--- src/rtl/coalescing_deferred_write_buffer_assert.svh ---
// ----------------------------------------------------------------------------
// coalescing deferred write buffer assertion macros
// concurrent checks clocked on clk, disabled while rst_n is low
// ----------------------------------------------------------------------------
`ifndef COALESCING_DEFERRED_WRITE_BUFFER_ASSERT_SVH
`define COALESCING_DEFERRED_WRITE_BUFFER_ASSERT_SVH

`ifndef SYNTHESIS
`define CDWB_ASSERT_IMP(lbl, ante, cons) \
  lbl: assert property (@(posedge clk) disable iff (!rst_n) (ante) |-> (cons)) \
    else $error("cdwb assertion failed");
`define CDWB_ASSERT_NXT(lbl, ante, cons) \
  lbl: assert property (@(posedge clk) disable iff (!rst_n) (ante) |=> (cons)) \
    else $error("cdwb assertion failed");
`else
`define CDWB_ASSERT_IMP(lbl, ante, cons)
`define CDWB_ASSERT_NXT(lbl, ante, cons)
`endif

`endif

--- src/rtl/cdwb_pkg.sv ---
// ----------------------------------------------------------------------------
// cdwb_pkg
// shared types, constants and the key slot map of the write buffer
// ----------------------------------------------------------------------------
package cdwb_pkg;

  localparam int unsigned BUFFER_ENTRIES_DEF = 8;
  localparam int unsigned ADDR_W             = 8;
  localparam int unsigned DATA_W             = 8;
  localparam int unsigned TIME_W             = 32;
  localparam int unsigned IVL_W              = 16;
  localparam int unsigned SLOT_W             = 4;

  localparam logic [IVL_W-1:0]  INTERVAL_RST = IVL_W'(1000);
  localparam logic [ADDR_W-1:0] DIRECT_MAX   = ADDR_W'(6);
  localparam logic [ADDR_W-1:0] ADDR_EXTRA_A = ADDR_W'(20);
  localparam logic [ADDR_W-1:0] ADDR_EXTRA_B = ADDR_W'(60);
  localparam logic [SLOT_W-1:0] SLOT_EXTRA_A = SLOT_W'(7);
  localparam logic [SLOT_W-1:0] SLOT_EXTRA_B = SLOT_W'(8);

  typedef enum logic [1:0] {
    OP_DIRECT,
    OP_DEFER,
    OP_FLUSH
  } op_t;

  typedef enum logic [1:0] {
    ST_IDLE,
    ST_SEARCH,
    ST_DRAIN
  } state_t;

  typedef struct packed {
    op_t               op;
    logic [ADDR_W-1:0] addr;
    logic [DATA_W-1:0] value;
    logic              force_req;
    logic [TIME_W-1:0] now;
  } cmd_t;

  typedef struct packed {
    logic [SLOT_W-1:0] slot;
    logic              known;
  } key_t;

  function automatic key_t map_key(input logic [ADDR_W-1:0] addr);
    key_t k;
    k.slot  = '0;
    k.known = 1'b1;
    if (addr <= DIRECT_MAX) begin
      k.slot = addr[SLOT_W-1:0];
    end else if (addr == ADDR_EXTRA_A) begin
      k.slot = SLOT_EXTRA_A;
    end else if (addr == ADDR_EXTRA_B) begin
      k.slot = SLOT_EXTRA_B;
    end else begin
      k.known = 1'b0;
    end
    return k;
  endfunction

endpackage

--- src/rtl/cdwb_ram.sv ---
// ----------------------------------------------------------------------------
// cdwb_ram
// generic simple dual port ram, one write and one registered read port
// ----------------------------------------------------------------------------
module cdwb_ram #(
  parameter int unsigned WIDTH = 16,
  parameter int unsigned DEPTH = 8
) (
  input  logic                                   clk,
  input  logic                                   we,
  input  logic [(DEPTH > 1 ? $clog2(DEPTH) : 1)-1:0] waddr,
  input  logic [WIDTH-1:0]                       wdata,
  input  logic                                   re,
  input  logic [(DEPTH > 1 ? $clog2(DEPTH) : 1)-1:0] raddr,
  output logic [WIDTH-1:0]                       rdata
);

  logic [WIDTH-1:0] mem_r [DEPTH];
  logic [WIDTH-1:0] rdata_r;

  always_ff @(posedge clk) begin
    if (we) begin
      mem_r[waddr] <= wdata;
    end
    if (re) begin
      rdata_r <= mem_r[raddr];
    end
  end

  assign rdata = rdata_r;

endmodule

--- src/rtl/cdwb_front.sv ---
// ----------------------------------------------------------------------------
// cdwb_front
// accepts request beats and classifies them into buffer commands
// ----------------------------------------------------------------------------
module cdwb_front (
  input  logic                          clk,
  input  logic                          rst_n,
  input  logic                          in_valid,
  output logic                          in_ready,
  input  logic                          in_req_type,
  input  logic [cdwb_pkg::ADDR_W-1:0]   in_address,
  input  logic [cdwb_pkg::DATA_W-1:0]   in_data_value,
  input  logic                          in_defer,
  input  logic                          in_force_req,
  input  logic [cdwb_pkg::TIME_W-1:0]   in_now_ms,
  output logic                          q_valid,
  input  logic                          q_ready,
  output cdwb_pkg::cmd_t                q_cmd
);

  logic           hold_vld_r, hold_vld_nxt;
  cdwb_pkg::cmd_t hold_cmd_r, hold_cmd_nxt;
  logic           accept;

  assign in_ready = !hold_vld_r || q_ready;
  assign accept   = in_valid && in_ready;

  always_comb begin
    hold_vld_nxt = hold_vld_r;
    hold_cmd_nxt = hold_cmd_r;
    if (hold_vld_r && q_ready) begin
      hold_vld_nxt = 1'b0;
    end
    if (accept) begin
      hold_vld_nxt           = 1'b1;
      hold_cmd_nxt.addr      = in_address;
      hold_cmd_nxt.value     = in_data_value;
      hold_cmd_nxt.force_req = in_force_req;
      hold_cmd_nxt.now       = in_now_ms;
      if (in_req_type) begin
        hold_cmd_nxt.op = cdwb_pkg::OP_FLUSH;
      end else if (in_defer) begin
        hold_cmd_nxt.op = cdwb_pkg::OP_DEFER;
      end else begin
        hold_cmd_nxt.op = cdwb_pkg::OP_DIRECT;
      end
    end
  end

  always_ff @(posedge clk) begin
    if (!rst_n) begin
      hold_vld_r <= 1'b0;
    end else begin
      hold_vld_r <= hold_vld_nxt;
    end
  end

  always_ff @(posedge clk) begin
    hold_cmd_r <= hold_cmd_nxt;
  end

  assign q_valid = hold_vld_r;
  assign q_cmd   = hold_cmd_r;

endmodule

--- src/rtl/cdwb_fifo.sv ---
// ----------------------------------------------------------------------------
// cdwb_fifo
// two entry command queue between the front and the back
// ----------------------------------------------------------------------------
module cdwb_fifo (
  input  logic           clk,
  input  logic           rst_n,
  input  logic           push_valid,
  output logic           push_ready,
  input  cdwb_pkg::cmd_t push_cmd,
  output logic           pop_valid,
  input  logic           pop_ready,
  output cdwb_pkg::cmd_t pop_cmd
);

  cdwb_pkg::cmd_t buf_r [2];
  logic [1:0]     fill_r, fill_nxt;
  logic           wp_r, wp_nxt;
  logic           rp_r, rp_nxt;
  logic           push, pop;

  assign push_ready = (fill_r != 2'd2);
  assign pop_valid  = (fill_r != 2'd0);
  assign pop_cmd    = buf_r[rp_r];
  assign push       = push_valid && push_ready;
  assign pop        = pop_valid && pop_ready;

  always_comb begin
    wp_nxt   = push ? !wp_r : wp_r;
    rp_nxt   = pop ? !rp_r : rp_r;
    fill_nxt = fill_r;
    unique case ({push, pop})
      2'b10:   fill_nxt = fill_r + 2'd1;
      2'b01:   fill_nxt = fill_r - 2'd1;
      default: fill_nxt = fill_r;
    endcase
  end

  always_ff @(posedge clk) begin
    if (!rst_n) begin
      fill_r <= 2'd0;
      wp_r   <= 1'b0;
      rp_r   <= 1'b0;
    end else begin
      fill_r <= fill_nxt;
      wp_r   <= wp_nxt;
      rp_r   <= rp_nxt;
    end
  end

  always_ff @(posedge clk) begin
    if (push) begin
      buf_r[wp_r] <= push_cmd;
    end
  end

endmodule

--- src/rtl/cdwb_back.sv ---
// ----------------------------------------------------------------------------
// cdwb_back
// executes buffer commands: direct writes, coalescing search, drains
// ----------------------------------------------------------------------------
`include "coalescing_deferred_write_buffer_assert.svh"

module cdwb_back #(
  parameter int unsigned BUFFER_ENTRIES = cdwb_pkg::BUFFER_ENTRIES_DEF
) (
  input  logic                          clk,
  input  logic                          rst_n,
  input  logic                          cfg_valid,
  output logic                          cfg_ready,
  input  logic [cdwb_pkg::IVL_W-1:0]    cfg_flush_interval_ms,
  input  logic                          q_valid,
  output logic                          q_ready,
  input  cdwb_pkg::cmd_t                q_cmd,
  output logic                          out_valid,
  input  logic                          out_ready,
  output logic [cdwb_pkg::SLOT_W-1:0]   out_key_slot,
  output logic [cdwb_pkg::ADDR_W-1:0]   out_store_address,
  output logic [cdwb_pkg::DATA_W-1:0]   out_store_value,
  output logic                          out_key_known,
  output logic                          out_last
);

  localparam int unsigned IDX_W = (BUFFER_ENTRIES > 1) ? $clog2(BUFFER_ENTRIES) : 1;
  localparam int unsigned CNT_W = $clog2(BUFFER_ENTRIES + 1);
  localparam int unsigned ENT_W = cdwb_pkg::ADDR_W + cdwb_pkg::DATA_W;
  localparam logic [CNT_W-1:0] FULL = CNT_W'(BUFFER_ENTRIES);

  cdwb_pkg::state_t state_r, state_nxt;
  cdwb_pkg::cmd_t   cmd_r, cmd_nxt;
  logic [CNT_W-1:0] count_r, count_nxt;
  logic [CNT_W-1:0] rd_idx_r, rd_idx_nxt;
  logic [CNT_W-1:0] dat_idx_r, dat_idx_nxt;
  logic             dat_vld_r, dat_vld_nxt;
  logic [cdwb_pkg::TIME_W-1:0] last_flush_r, last_flush_nxt;
  logic [cdwb_pkg::IVL_W-1:0]  interval_r;

  logic                        out_valid_r, out_valid_nxt;
  logic                        out_load;
  logic [cdwb_pkg::ADDR_W-1:0] out_addr_r, load_addr;
  logic [cdwb_pkg::DATA_W-1:0] out_value_r, load_value;
  logic                        out_last_r, load_last;
  cdwb_pkg::key_t              out_key_r;
  logic                        out_free;

  logic                        ram_we, ram_re;
  logic [IDX_W-1:0]            ram_waddr, ram_raddr;
  logic [ENT_W-1:0]            ram_wdata, ram_rdata;
  logic [cdwb_pkg::ADDR_W-1:0] rd_addr;
  logic [cdwb_pkg::DATA_W-1:0] rd_value;
  logic [cdwb_pkg::TIME_W-1:0] elapsed;
  logic                        take, rd_more;
  logic                        drain_done;

  cdwb_ram #(
    .WIDTH (ENT_W),
    .DEPTH (BUFFER_ENTRIES)
  ) u_entries (
    .clk   (clk),
    .we    (ram_we),
    .waddr (ram_waddr),
    .wdata (ram_wdata),
    .re    (ram_re),
    .raddr (ram_raddr),
    .rdata (ram_rdata)
  );

  assign cfg_ready  = 1'b1;
  assign rd_addr    = ram_rdata[ENT_W-1:cdwb_pkg::DATA_W];
  assign rd_value   = ram_rdata[cdwb_pkg::DATA_W-1:0];
  assign out_free   = !out_valid_r || out_ready;
  assign elapsed    = q_cmd.now - last_flush_r;
  assign rd_more    = (rd_idx_r < count_r);
  assign drain_done = (state_r == cdwb_pkg::ST_DRAIN) && (state_nxt == cdwb_pkg::ST_IDLE);

  always_comb begin
    state_nxt      = state_r;
    cmd_nxt        = cmd_r;
    count_nxt      = count_r;
    rd_idx_nxt     = rd_idx_r;
    dat_idx_nxt    = dat_idx_r;
    dat_vld_nxt    = dat_vld_r;
    last_flush_nxt = last_flush_r;
    q_ready        = 1'b0;
    ram_we         = 1'b0;
    ram_waddr      = '0;
    ram_wdata      = {cmd_r.addr, cmd_r.value};
    ram_re         = 1'b0;
    ram_raddr      = rd_idx_r[IDX_W-1:0];
    out_load       = 1'b0;
    load_addr      = rd_addr;
    load_value     = rd_value;
    load_last      = 1'b0;
    take           = 1'b0;
    out_valid_nxt  = out_valid_r && !out_ready;

    unique case (state_r)
      cdwb_pkg::ST_IDLE: begin
        if (q_valid) begin
          unique case (q_cmd.op)
            cdwb_pkg::OP_DIRECT: begin
              if (out_free) begin
                q_ready    = 1'b1;
                out_load   = 1'b1;
                load_addr  = q_cmd.addr;
                load_value = q_cmd.value;
                load_last  = 1'b1;
              end
            end
            cdwb_pkg::OP_FLUSH: begin
              q_ready = 1'b1;
              if (count_r != '0 &&
                  (q_cmd.force_req || elapsed >= {{(cdwb_pkg::TIME_W-cdwb_pkg::IVL_W){1'b0}},
                                                  interval_r})) begin
                cmd_nxt        = q_cmd;
                last_flush_nxt = q_cmd.now;
                rd_idx_nxt     = '0;
                dat_vld_nxt    = 1'b0;
                state_nxt      = cdwb_pkg::ST_DRAIN;
              end
            end
            cdwb_pkg::OP_DEFER: begin
              q_ready     = 1'b1;
              cmd_nxt     = q_cmd;
              rd_idx_nxt  = '0;
              dat_vld_nxt = 1'b0;
              if (count_r == FULL) begin
                last_flush_nxt = q_cmd.now;
                state_nxt      = cdwb_pkg::ST_DRAIN;
              end else begin
                state_nxt = cdwb_pkg::ST_SEARCH;
              end
            end
            default: begin
              q_ready = 1'b1;
            end
          endcase
        end
      end

      cdwb_pkg::ST_SEARCH: begin
        priority if (dat_vld_r && rd_addr == cmd_r.addr) begin
          // same address pending: overwrite its value
          ram_we      = 1'b1;
          ram_waddr   = dat_idx_r[IDX_W-1:0];
          dat_vld_nxt = 1'b0;
          state_nxt   = cdwb_pkg::ST_IDLE;
        end else if (rd_more) begin
          ram_re      = 1'b1;
          dat_idx_nxt = rd_idx_r;
          rd_idx_nxt  = rd_idx_r + CNT_W'(1);
          dat_vld_nxt = 1'b1;
        end else begin
          // no match: append
          ram_we      = 1'b1;
          ram_waddr   = count_r[IDX_W-1:0];
          count_nxt   = count_r + CNT_W'(1);
          dat_vld_nxt = 1'b0;
          state_nxt   = cdwb_pkg::ST_IDLE;
        end
      end

      cdwb_pkg::ST_DRAIN: begin
        take = dat_vld_r && out_free;
        if (take) begin
          out_load    = 1'b1;
          load_last   = (dat_idx_r + CNT_W'(1) == count_r);
          dat_vld_nxt = 1'b0;
        end
        if (!dat_vld_r || take) begin
          if (rd_more) begin
            ram_re      = 1'b1;
            dat_idx_nxt = rd_idx_r;
            rd_idx_nxt  = rd_idx_r + CNT_W'(1);
            dat_vld_nxt = 1'b1;
          end else begin
            // all entries out; a full-buffer write becomes the only entry
            state_nxt = cdwb_pkg::ST_IDLE;
            if (cmd_r.op == cdwb_pkg::OP_DEFER) begin
              ram_we    = 1'b1;
              ram_waddr = '0;
              count_nxt = CNT_W'(1);
            end else begin
              count_nxt = '0;
            end
          end
        end
      end

      default: begin
        state_nxt = cdwb_pkg::ST_IDLE;
      end
    endcase

    if (out_load) begin
      out_valid_nxt = 1'b1;
    end
  end

  always_ff @(posedge clk) begin
    if (!rst_n) begin
      state_r      <= cdwb_pkg::ST_IDLE;
      count_r      <= '0;
      dat_vld_r    <= 1'b0;
      last_flush_r <= '0;
      interval_r   <= cdwb_pkg::INTERVAL_RST;
      out_valid_r  <= 1'b0;
    end else begin
      state_r      <= state_nxt;
      count_r      <= count_nxt;
      dat_vld_r    <= dat_vld_nxt;
      last_flush_r <= last_flush_nxt;
      out_valid_r  <= out_valid_nxt;
      if (cfg_valid) begin
        interval_r <= cfg_flush_interval_ms;
      end
    end
  end

  always_ff @(posedge clk) begin
    cmd_r     <= cmd_nxt;
    rd_idx_r  <= rd_idx_nxt;
    dat_idx_r <= dat_idx_nxt;
    if (out_load) begin
      out_addr_r  <= load_addr;
      out_value_r <= load_value;
      out_last_r  <= load_last;
      out_key_r   <= cdwb_pkg::map_key(load_addr);
    end
  end

  assign out_valid         = out_valid_r;
  assign out_key_slot      = out_key_r.slot;
  assign out_key_known     = out_key_r.known;
  assign out_store_address = out_addr_r;
  assign out_store_value   = out_value_r;
  assign out_last          = out_last_r;

  `CDWB_ASSERT_IMP(a_count_bound, 1'b1, count_r <= FULL)
  `CDWB_ASSERT_IMP(a_search_idx, state_r == cdwb_pkg::ST_SEARCH, rd_idx_r <= count_r)
  `CDWB_ASSERT_NXT(a_drain_exit, drain_done, count_r <= CNT_W'(1))

endmodule

--- src/rtl/coalescing_deferred_write_buffer.sv ---
// ----------------------------------------------------------------------------
// coalescing_deferred_write_buffer
// write-combining buffer in front of a byte-wide settings store
//
//   channel  prefix  direction  beat
//   request  in_     input      write or flush request
//   result   out_    output     one store write, last marks end of request
//   config   cfg_    input      flush interval in ms
//
// a direct write's result passes the front holding register, the queue and
// the back end's output register. in the back end one entry ram read per
// cycle bounds the address search and, while results are taken, the drain.
// a two entry queue lets the front keep taking requests while the back works.
// no clearing pass after reset; entries beyond the fill count are never read.
// ----------------------------------------------------------------------------
module coalescing_deferred_write_buffer #(
  parameter int unsigned BUFFER_ENTRIES = cdwb_pkg::BUFFER_ENTRIES_DEF
) (
  input  logic                          clk,
  input  logic                          rst_n,
  input  logic                          in_valid,
  output logic                          in_ready,
  input  logic                          in_req_type,
  input  logic [cdwb_pkg::ADDR_W-1:0]   in_address,
  input  logic [cdwb_pkg::DATA_W-1:0]   in_data_value,
  input  logic                          in_defer,
  input  logic                          in_force_req,
  input  logic [cdwb_pkg::TIME_W-1:0]   in_now_ms,
  output logic                          out_valid,
  input  logic                          out_ready,
  output logic [cdwb_pkg::SLOT_W-1:0]   out_key_slot,
  output logic [cdwb_pkg::ADDR_W-1:0]   out_store_address,
  output logic [cdwb_pkg::DATA_W-1:0]   out_store_value,
  output logic                          out_key_known,
  output logic                          out_last,
  input  logic                          cfg_valid,
  output logic                          cfg_ready,
  input  logic [cdwb_pkg::IVL_W-1:0]    cfg_flush_interval_ms
);

  logic           fq_valid, fq_ready;
  cdwb_pkg::cmd_t fq_cmd;
  logic           qb_valid, qb_ready;
  cdwb_pkg::cmd_t qb_cmd;

  cdwb_front u_front (
    .clk           (clk),
    .rst_n         (rst_n),
    .in_valid      (in_valid),
    .in_ready      (in_ready),
    .in_req_type   (in_req_type),
    .in_address    (in_address),
    .in_data_value (in_data_value),
    .in_defer      (in_defer),
    .in_force_req  (in_force_req),
    .in_now_ms     (in_now_ms),
    .q_valid       (fq_valid),
    .q_ready       (fq_ready),
    .q_cmd         (fq_cmd)
  );

  cdwb_fifo u_queue (
    .clk        (clk),
    .rst_n      (rst_n),
    .push_valid (fq_valid),
    .push_ready (fq_ready),
    .push_cmd   (fq_cmd),
    .pop_valid  (qb_valid),
    .pop_ready  (qb_ready),
    .pop_cmd    (qb_cmd)
  );

  cdwb_back #(
    .BUFFER_ENTRIES (BUFFER_ENTRIES)
  ) u_back (
    .clk                   (clk),
    .rst_n                 (rst_n),
    .cfg_valid             (cfg_valid),
    .cfg_ready             (cfg_ready),
    .cfg_flush_interval_ms (cfg_flush_interval_ms),
    .q_valid               (qb_valid),
    .q_ready               (qb_ready),
    .q_cmd                 (qb_cmd),
    .out_valid             (out_valid),
    .out_ready             (out_ready),
    .out_key_slot          (out_key_slot),
    .out_store_address     (out_store_address),
    .out_store_value       (out_store_value),
    .out_key_known         (out_key_known),
    .out_last              (out_last)
  );

endmodule

--- config.mk ---
export PLATFORM = sky130hd
export DESIGN_NAME = coalescing_deferred_write_buffer
export DESIGN_NICKNAME = d
export VERILOG_FILES = /design/src/rtl/cdwb_pkg.sv /design/src/rtl/cdwb_ram.sv /design/src/rtl/cdwb_front.sv /design/src/rtl/cdwb_fifo.sv /design/src/rtl/cdwb_back.sv /design/src/rtl/coalescing_deferred_write_buffer.sv
export VERILOG_INCLUDE_DIRS = /design/src /design/src/rtl
export SDC_FILE = /design/constraint.sdc
export NUM_CORES = 1
export LEC_CHECK = 0
export ABC_AREA = 1
export BUFFER_PORTS_ARGS = -buffer_cell sky130_fd_sc_hd__buf_2
export CORE_MARGIN = 1.5
export CORE_UTILIZATION = 50
export CTS_CLUSTER_DIAMETER = 80
export DETAILED_ROUTE_END_ITERATION = 7
export PLACE_DENSITY = 0.7
export SLEW_MARGIN = 20
export SYNTH_ARGS = -nofsm -noshare
export SYNTH_HDL_FRONTEND = slang
export SYNTH_SLANG_ARGS = --single-unit
--- constraint.sdc ---
create_clock -name clk -period 4.78 [get_ports clk]
set_input_delay 0 -clock clk [delete_from_list [all_inputs] [get_ports clk]]
set_output_delay 0 -clock clk [all_outputs]
set_load 0.02 [all_outputs]
# Word level (Yosys, flattened, before mapping)
# Memories as Yosys holds them, arrays and structs flattened. A register that Yosys moved wholly into a read port is not among the register bits.
# Cells that the tools add are included.
dict set report word_totals {
  ff_bits 160
  ram_bits 230
  input_bits 72
  out_inout_bits 25
  wordCells 175
  memories 2
}
# name depth word_bits rd rd_ports_with_merged_regs wr line_no
set mem_list {}
lappend mem_list {u_back.u_entries.mem_r 8 16 1 1 1 cdwb_ram.sv:18} ;# logic [WIDTH-1:0] mem_r [DEPTH];
lappend mem_list {u_queue.buf_r 2 51 1 1 1 cdwb_fifo.sv:16} ;# cdwb_pkg::cmd_t buf_r [2];
dict set report classes {
  addsub 6
  magnitude_cmp 3
  eq_ne 22
  muxes 83
  n_reduce_logical 34
}
# operator n
set op_table {}
lappend op_table {{one-hot mux 51 bit (2 select lines)} 1}
lappend op_table {{2-to-1 mux 32 bit} 2}
lappend op_table {{2-to-1 mux 8 bit} 8}
lappend op_table {{one-hot mux 32 bit (2 select lines)} 1}
lappend op_table {{2-to-1 mux 4 bit} 15}
lappend op_table {{2-to-1 mux 51 bit} 1}
lappend op_table {{2-to-1 mux 1 bit} 33}
lappend op_table {{>= comparator 32 x 16 -> 1 bit} 1}
lappend op_table {{subtractor 32 bit} 1}
lappend op_table {{one-hot mux 4 bit (2 select lines)} 3}
lappend op_table {{adder 4 x 1 -> 4 bit (second input constant)} 3}
lappend op_table {{2-to-1 mux 2 bit} 6}
lappend op_table {{!= test 2 bit (second input constant)} 6}
lappend op_table {{one-hot mux 4 bit (3 select lines)} 1}
lappend op_table {{AND reduction 4 bit} 3}
lappend op_table {{one-hot mux 1 bit (2 select lines)} 5}
lappend op_table {{AND reduction 5 bit} 2}
lappend op_table {{nonzero test 2 bit} 5}
lappend op_table {{2-to-1 mux 3 bit} 3}
lappend op_table {{equality test 2 x 1 -> 1 bit (second input constant)} 4}
lappend op_table {{equality test 8 x 5 -> 1 bit (second input constant)} 1}
lappend op_table {{equality test 8 x 6 -> 1 bit (second input constant)} 1}
lappend op_table {{equality test 8 bit} 1}
lappend op_table {{<= comparator 8 x 3 -> 1 bit (second input constant)} 1}
lappend op_table {{21 further kinds} 40}

# Longest topological paths before layout
# Gate-level depths: netlist of run 1.
dict set report logic_depth {
  depth_word 10
  depth_mapped 33
  mapped_depth_nobuf 29
}

# Cells and area by module
# A second synthesis of run 1 with hierarchy kept.
dict set report unflattened {
  cells_unflattened 1981
  hier_area_um2 19453.7
}
# mod instances cells_per_inst area_per_inst_um2 seq_area_each_um2
set by_module_without_submodules {}
lappend by_module_without_submodules {cdwb_back 1 1139 7537.2 2562.5}
lappend by_module_without_submodules {cdwb_ram 1 587 6149.6 4324.1}
lappend by_module_without_submodules {cdwb_fifo 1 195 4176.5 3163.0}
lappend by_module_without_submodules {cdwb_front 1 60 1590.3 1551.5}

# Worst setup path before layout of run 1
# Ideal clock, no wire load.
dict set report synth_timing {
  path_kind {register -> register}
  start {register with a tool-made name}
  end {register u_back.cmd_r[33] (netlist name) (enable)}
  setup_time_ns 0.393
  arrival_ns 4.238
  required_time_ns 4.387
  slack_ns 0.149
  stages_incl_launch_ff 31
  n_path_buf 4
  synth_period_minus_slack_ns 4.631
  cell_sequence {dfxtp_1 -> clkbuf_1 -> inv_1 -> clkbuf_1 -> clkbuf_1 -> clkbuf_1 -> nand2_1 -> nand2_1 -> ha_1 -> nand2_1 -> nand2_1 -> inv_1 -> nand2_2 -> nand2_1 -> nand2_2 -> nand2_1 -> nand2_2 -> xor2_1 -> ha_1 -> nand2_1 -> o2111ai_1 -> nor2_1 -> nand3_1 -> nor2_1 -> nand2_1 -> nor2_1 -> nand2_1 -> nand2_2 -> nand2_2 -> nand2_1 -> nor2_1}
}
# item line_no
set synth_lines {}
lappend synth_lines {{end signal, assigned} cdwb_back.sv:224} ;# cmd_r <= cmd_nxt;
lappend synth_lines {{end, declared} cdwb_back.sv:33} ;# cdwb_pkg::cmd_t cmd_r, cmd_nxt;

==> impl_metrics.toml, run 1 <==
[grt]
grt_overflow_total = 0
grt_pass1_wl_um = 68200
first_global_vias = 12800
track_usage_pct = 22.7
grt_max_degree = 68
initial_antenna_violation_count = 1

[yosys]
synthArstFlopShare_pct = 0
synth_top_cells_by_area = "edfxtp_1, nand2_1, dfxtp_1"
synth_warnings = 0
synth_sequential_area_ratio_pct = 61.9
synth.distinct_cells = 46
synthDominantCellAreaShare_pct = 55.2
synth_enable_flop_cells = 345
synthMostInstantiatedCell = "nand2_1"
flop_and_latch_count_out_of_synthesis = 407
syn_inst = 1862
post_synth_most_frequent_cells = "nand2_1, edfxtp_1, inv_1"
post_syn_area_mm2 = 0.0188
syn_avg_cell_area_um2 = 10.1
yosys_most_used_dff = "edfxtp_1"
synth_area_leader_cell = "edfxtp_1"
synth_fp_nets = 1999

[route]
wl_um = 43500
post-route-drc-count = 0
route.vias.total = 13400
vias_per_cell = 5.19
drt_antenna_net_count = 0
first_iter_violations = 980
post_drt_wl_per_cell_um = 16.9
first_pass_iters = 6

[worst_setup_path]
timing.critical_path.slowest_stage_cell = "buf_4"
worst-path-buf-inv = 5
crit_top_cell = "nand2_1"
reg2regPathDepth = 29
cp-start-kind = "flip-flop"
ff2ff_setup_slack_ps = 580
worstSetupEndpointType = "flip-flop"
crit_type = "flip-flop to flip-flop"
worst_path_largest_cell_delay_ps = 470
critPathRequiredTime_ps = 5240
worst-path-max-fanout = 49
crit-reg2reg-capture = "u_back.last_flush_r[23]"
crit_family = "simple AND/OR/NAND/NOR gates"
cp_data_arrival_time_ps = 4660

[finish]
nets = 2215
layout.area.seq_mm2 = 0.0116
fill_cells = 2983
layoutNonFillerInstCount = 2580
final_layout_size_suffix_gt1_share_pct = 13.6
area_delta_synth_final_pct = 18.1
multi_input_gate_area_in_the_final_layout_mm2 = 0.00597

[status]
run_status = "complete, no violations"

[clocking]
cts_num_sinks = 407
cts_tree = "yes"
h-tree-depth = 2
post_cts.resized_instances = 0
cts-buffers-inserted = 43
cts-root-buf = "clkbuf_16"
cts_max_path_buffers = 3
clkSlewWorstSetupHoldPaths_ps = 60
clk-insertion-delay-late_ps = 580

[floorplan]
design.die.area_mm2 = 0.0387
row_count = 70
placeableCoreArea_mm2 = 0.0368
initial_utilization_pct = 51.0
ios = 97
die_width_um = 197
die_y_um = 197

[min_path]
hold_path_startpoint = "in_address[7]"
worst_hold_path.endpoint = "u_front.q_cmd[48]"
worst_hold_path_type = "input port to flip-flop"
hold_depth = 2

[placement]
globalplace.congestion = 0.935
preCtsSetupSlack_ps = 625
hpwlAfterDp_um = 28800
io_buffers = 95
post-place-cells = 2399

[sta]
hold_viol_final = 0
worstMarginPinSlew_ps = 938
max_slew_headroom_at_the_worst_pin_pct = 37.5
finalSetupTns_ps = 0
timing.final.crit_period_ps = 4200
fin_worst_skew_ps = 25.3
timing_max_transition_violations_final = 0
setup-violations-final = 0
max_freq_ghz = 0.238
timing.final.crit_share_pct = 87.9
unrepaired_setup_endpoints_after_global_routing = "false"
layout_setup_ws_ps = 580

[flow_run]
max_cap_viol_count = 0

[power_and_ir_drop]
max-vdd-ir-drop_uv = 449
power_per_cell_area_mw_per_mm2 = 644
static-leakage-power_nw = 9.22
## stage by stage
stage / utilization [%] / power (mW) / hold slack [ps] / cell area [um^2]
after floorplan: - / 9.42 / 98.9 / 18800
after global placement: 53.8 / 10.9 / 176 / 19800
after detailed placement: 53.8 / 11.0 / 178 / 19800
after CTS: 60.2 / 14.3 / 110 / 22100
after global routing: 60.2 / 15.4 / 122 / 22200
final: 60.2 / 14.3 / 140 / 22200
## power breakdown
part	switching (mW)	internal [mW]	total [mW]	leakage, nW
Clock	1.37	1.75	3.12	0.637
Sequential	0.258	4.50	4.76	3.68
Combinational	4.27	2.12	6.38	4.90
## state kept, by name (all words and copies together), names as in the netlist, 4 cells and up, named ones only
signal,flops
u_back.dat_idx_r,4
u_back.count_r,4
u_back.rd_idx_r,4
u_back.u_entries.mem_r,128
u_back.last_flush_r,32
u_front.q_cmd,51
u_back.cmd_r,18
u_back.out_store_value,8
u_back.u_entries.rdata,16
u_queue.buf_r,102
u_back.interval_r,16
u_back.out_store_address,8
u_back.out_key_slot,4
## per-layer routing
layer | vias up | global-route usage (%) | wire length, um
li1 | 6586 | - | -
met1 | 6375 | 32.1 | 19600
met5 | - | 0 | 0
met4 | 0 | 5.77 | 909
met3 | 64 | 3.94 | 2570
met2 | 371 | 36.6 | 20400
## how the worst max path moves through the flow
stage,depth (start not counted),end
after floorplan,30,u_back.cmd_r[33]
after global placement,24,u_back.rd_idx_r[2]
after detailed placement,29,u_back.last_flush_r[22]
after CTS,29,u_back.last_flush_r[23]
after global routing,27,u_back.last_flush_r[23]
final,29,u_back.last_flush_r[23]
## cell type report
type / count / area share (%)
repair buffers: 224 / 7.77
well taps: 468 / 2.64
flip-flops and latches: 407 / 52.4
diodes: 1 / 0.0113
clock inverters: 20 / 0.791
inverters: 254 / 4.31
clock buffers: 58 / 5.16
multi-input cells: 1148 / 27.0
## kinds of logic (layout without fill, tap and decap cells)
group,count (synthesis),count (layout),synth area share [%]
buffers and inverters,307,556,6.42
flip-flops,407,407,61.9
XOR/XNOR,24,24,1.12
other,1,2,0.0200
adder cells (fa/ha/maj),65,65,4.38
AO/OA/AOI/OAI,265,265,8.63
AND/OR/NAND/NOR,793,793,17.6
## placed cells by master, fill, tap and decap left out, types with 5 or more instances in the layout
cell type      Yosys  final
nor2_2            36     36
dfxtp_1           62     61
nand2_1          452    452
nand4_1           10     10
buf_4              1     26
inv_1            251    249
a31oi_1           25     25
edfxtp_1         345    345
o21bai_2          30     30
nand2_2           12     12
nor2_1           207    205
clkbuf_16          0     43
nand3b_1           5      5
o21ai_0          111    110
ha_1              64     64
buf_2              2     95
clkbuf_1          40     14
clkinv_2           0     10
a21oi_1           62     62
or2_2              8      8
nor3_1            12     12
dlygate4sd3_1      0    101
o22ai_1           18     18
nand3_1           38     38
xor2_1            21     21
## timing repair
action	4_1_cts	5_1_grt
endpoints found under the setup margin	0	0
hold endpoints to repair	80	0
setup buffers	0	0
hold buffers	101	0
Note: power is estimated with default switching activity, not from simulation.
==> inputs of run 2 (changes only) <==
CTS_BUF_LIST = sky130_fd_sc_hd__clkbuf_4 sky130_fd_sc_hd__clkbuf_8   (was default)
==> run 2 against run 1 <==
  * Flip-flop and latch count unchanged
  * First-iteration DRC count increased by 3.2%
  * Sequential share of layout area decreased by 0.092 points
  * Largest power group unchanged
  * Highest routed layer is now met5
==> impl_metrics.toml, run 2 (synthesis gave the netlist of run 1 again) <==
[status]
run_status = "complete, no violations"

[power_and_ir_drop]
power_per_cell_area_mw_per_mm2 = 637
static-leakage-power_nw = 9.30
max-vdd-ir-drop_uv = 337

[clocking]
clk-insertion-delay-late_ps = 620
clkSlewWorstSetupHoldPaths_ps = 70
h-tree-depth = 3
cts_max_path_buffers = 3
cts-buffers-inserted = 68
cts_num_sinks = 407
cts-root-buf = "clkbuf_8"
cts_tree = "yes"
post-cts-setup-buffers = 0

[floorplan]
ios = 97
die_width_um = 197
placeableCoreArea_mm2 = 0.0368
design.die.area_mm2 = 0.0387
die_y_um = 197
row_count = 70
initial_utilization_pct = 51.0

[grt]
track_usage_pct = 22.9
grt_pass1_wl_um = 68700
first_global_vias = 13100
grt_overflow_total = 0
grt_max_degree = 68
initial_antenna_violation_count = 3

[sta]
unrepaired_setup_endpoints_after_global_routing = "false"
fin_worst_skew_ps = 36.8
timing.final.crit_period_ps = 4210
finalSetupTns_ps = 0
worstMarginPinSlew_ps = 941
max_slew_headroom_at_the_worst_pin_pct = 37.3
max_freq_ghz = 0.237
hold_viol_final = 0
setup-violations-final = 0
layout_setup_ws_ps = 568
timing_max_transition_violations_final = 0
timing.final.crit_share_pct = 88.1

[placement]
hpwlAfterDp_um = 28800
io_buffers = 95
globalplace.congestion = 0.935
preCtsSetupSlack_ps = 625

[route]
post-route-drc-count = 0
drt_antenna_net_count = 0
wl_um = 43600
first_pass_iters = 5
vias_per_cell = 5.15
post_drt_wl_per_cell_um = 16.6
first_iter_violations = 1011
route.vias.total = 13500

[finish]
multi_input_gate_area_in_the_final_layout_mm2 = 0.00597
top_register = "u_back.u_entries.mem_r"
final_common_cell = "nand2_1"
final_cell_mix = "nand2_1, edfxtp_1, inv_1"
fill_cells = 3017
final_layout_size_suffix_gt1_share_pct = 16.0
area_delta_synth_final_pct = 18.4
number_of_flip_flops_under_the_largest_register_name = 128
nets = 2241
layout.area.seq_mm2 = 0.0116

[worst_setup_path]
critPathRequiredTime_ps = 5260
cp_data_arrival_time_ps = 4700
timing.critical_path.slowest_stage_cell = "buf_4"
crit_top_cell = "nand2_1"
worst-path-max-fanout = 49
worstSetupEndpointType = "flip-flop"
worst_path_largest_cell_delay_ps = 470
cp-start-kind = "flip-flop"
crit_type = "flip-flop to flip-flop"

[min_path]
worst_hold_path_type = "input port to flip-flop"

[flow_run]
max_cap_viol_count = 0
run 2: cell count changes in the layout (fill, tap and decap cells not counted):
cell	before	now
clkbuf_16	43	0
clkinv_16	1	0
clkbuf_1	14	0
clkinv_1	3	4
clkinvlp_4	3	5
dlygate4sd3_1	101	102
clkbuf_8	1	70
clkbuf_4	0	31
bufinv_16	1	0
clkinv_8	1	2
run 2: metal layers:
metal  wire length, um  global-route usage [%]  part of all wire, %
met4               718                    6.05                  1.6
met5                22                       0                0.050
met1             19500                    31.7                   45
met2             20600                    36.8                   47
met3              2840                    4.89                  6.5
run 2: repair_timing:
action,in CTS,in global routing
setup endpoints to repair,0,0
hold endpoints to repair,80,0
hold buffers,102,0
gates resized for setup,0,0
run 2: critical path, delay by kind of cell, from the launching register on:
| family | cells | cell delay, ps |
|---|---|---|
| buffers and inverters | 5 | 930 |
| XOR/XNOR | 1 | 150 |
| AO/OA/AOI/OAI | 2 | 260 |
| AND/OR/NAND/NOR | 19 | 1710 |
| flip-flops | 1 | 350 |
| adder cells (fa/ha/maj) | 2 | 630 |
run 2: layout make-up:
class	count	area share, %
timing repair buffer	225	7.80
clock inverter	22	0.676
inverter	254	4.30
tap	468	2.64
antenna	1	0.0113
clock buffer	101	5.39
multi-input combinational	1148	26.9
sequential	407	52.3
run 2: power breakdown:
part	leakage, nW	switching (mW)	total [mW]	internal (mW)
Sequential	3.68	0.259	4.76	4.50
Clock	0.712	1.40	3.03	1.63
Combinational	4.91	4.24	6.36	2.12
Total	9.30	5.90	14.1	8.24
run 2: stage by stage:
step           power (mW)  area, um^2  utilization [%]  instances  hold WS (ps)
5_1_grt              15.3       22200             60.3       2625          77.5
3_3_place_gp         10.9       19800             53.8       2399           176
2_1_floorplan        9.42       18800                -       1862          98.9
4_1_cts              14.2       22200             60.3       2624          66.7
6_report             14.1       22200             60.3       2626           108
3_5_place_dp         11.0       19800             53.8       2399           178
run 2: final timing paths:
check | start | endpoint | slack (ps) | depth (start not counted)
max | flip-flop | u_back.last_flush_r[11] | 570 | 29
min | in_address[6] | u_front.q_cmd[47] | 110 | 2
max reg2reg | flip-flop | u_back.last_flush_r[11] | 570 | 29
min reg2reg | u_front.q_cmd[27] | u_queue.buf_r[1][27] | 440 | 0
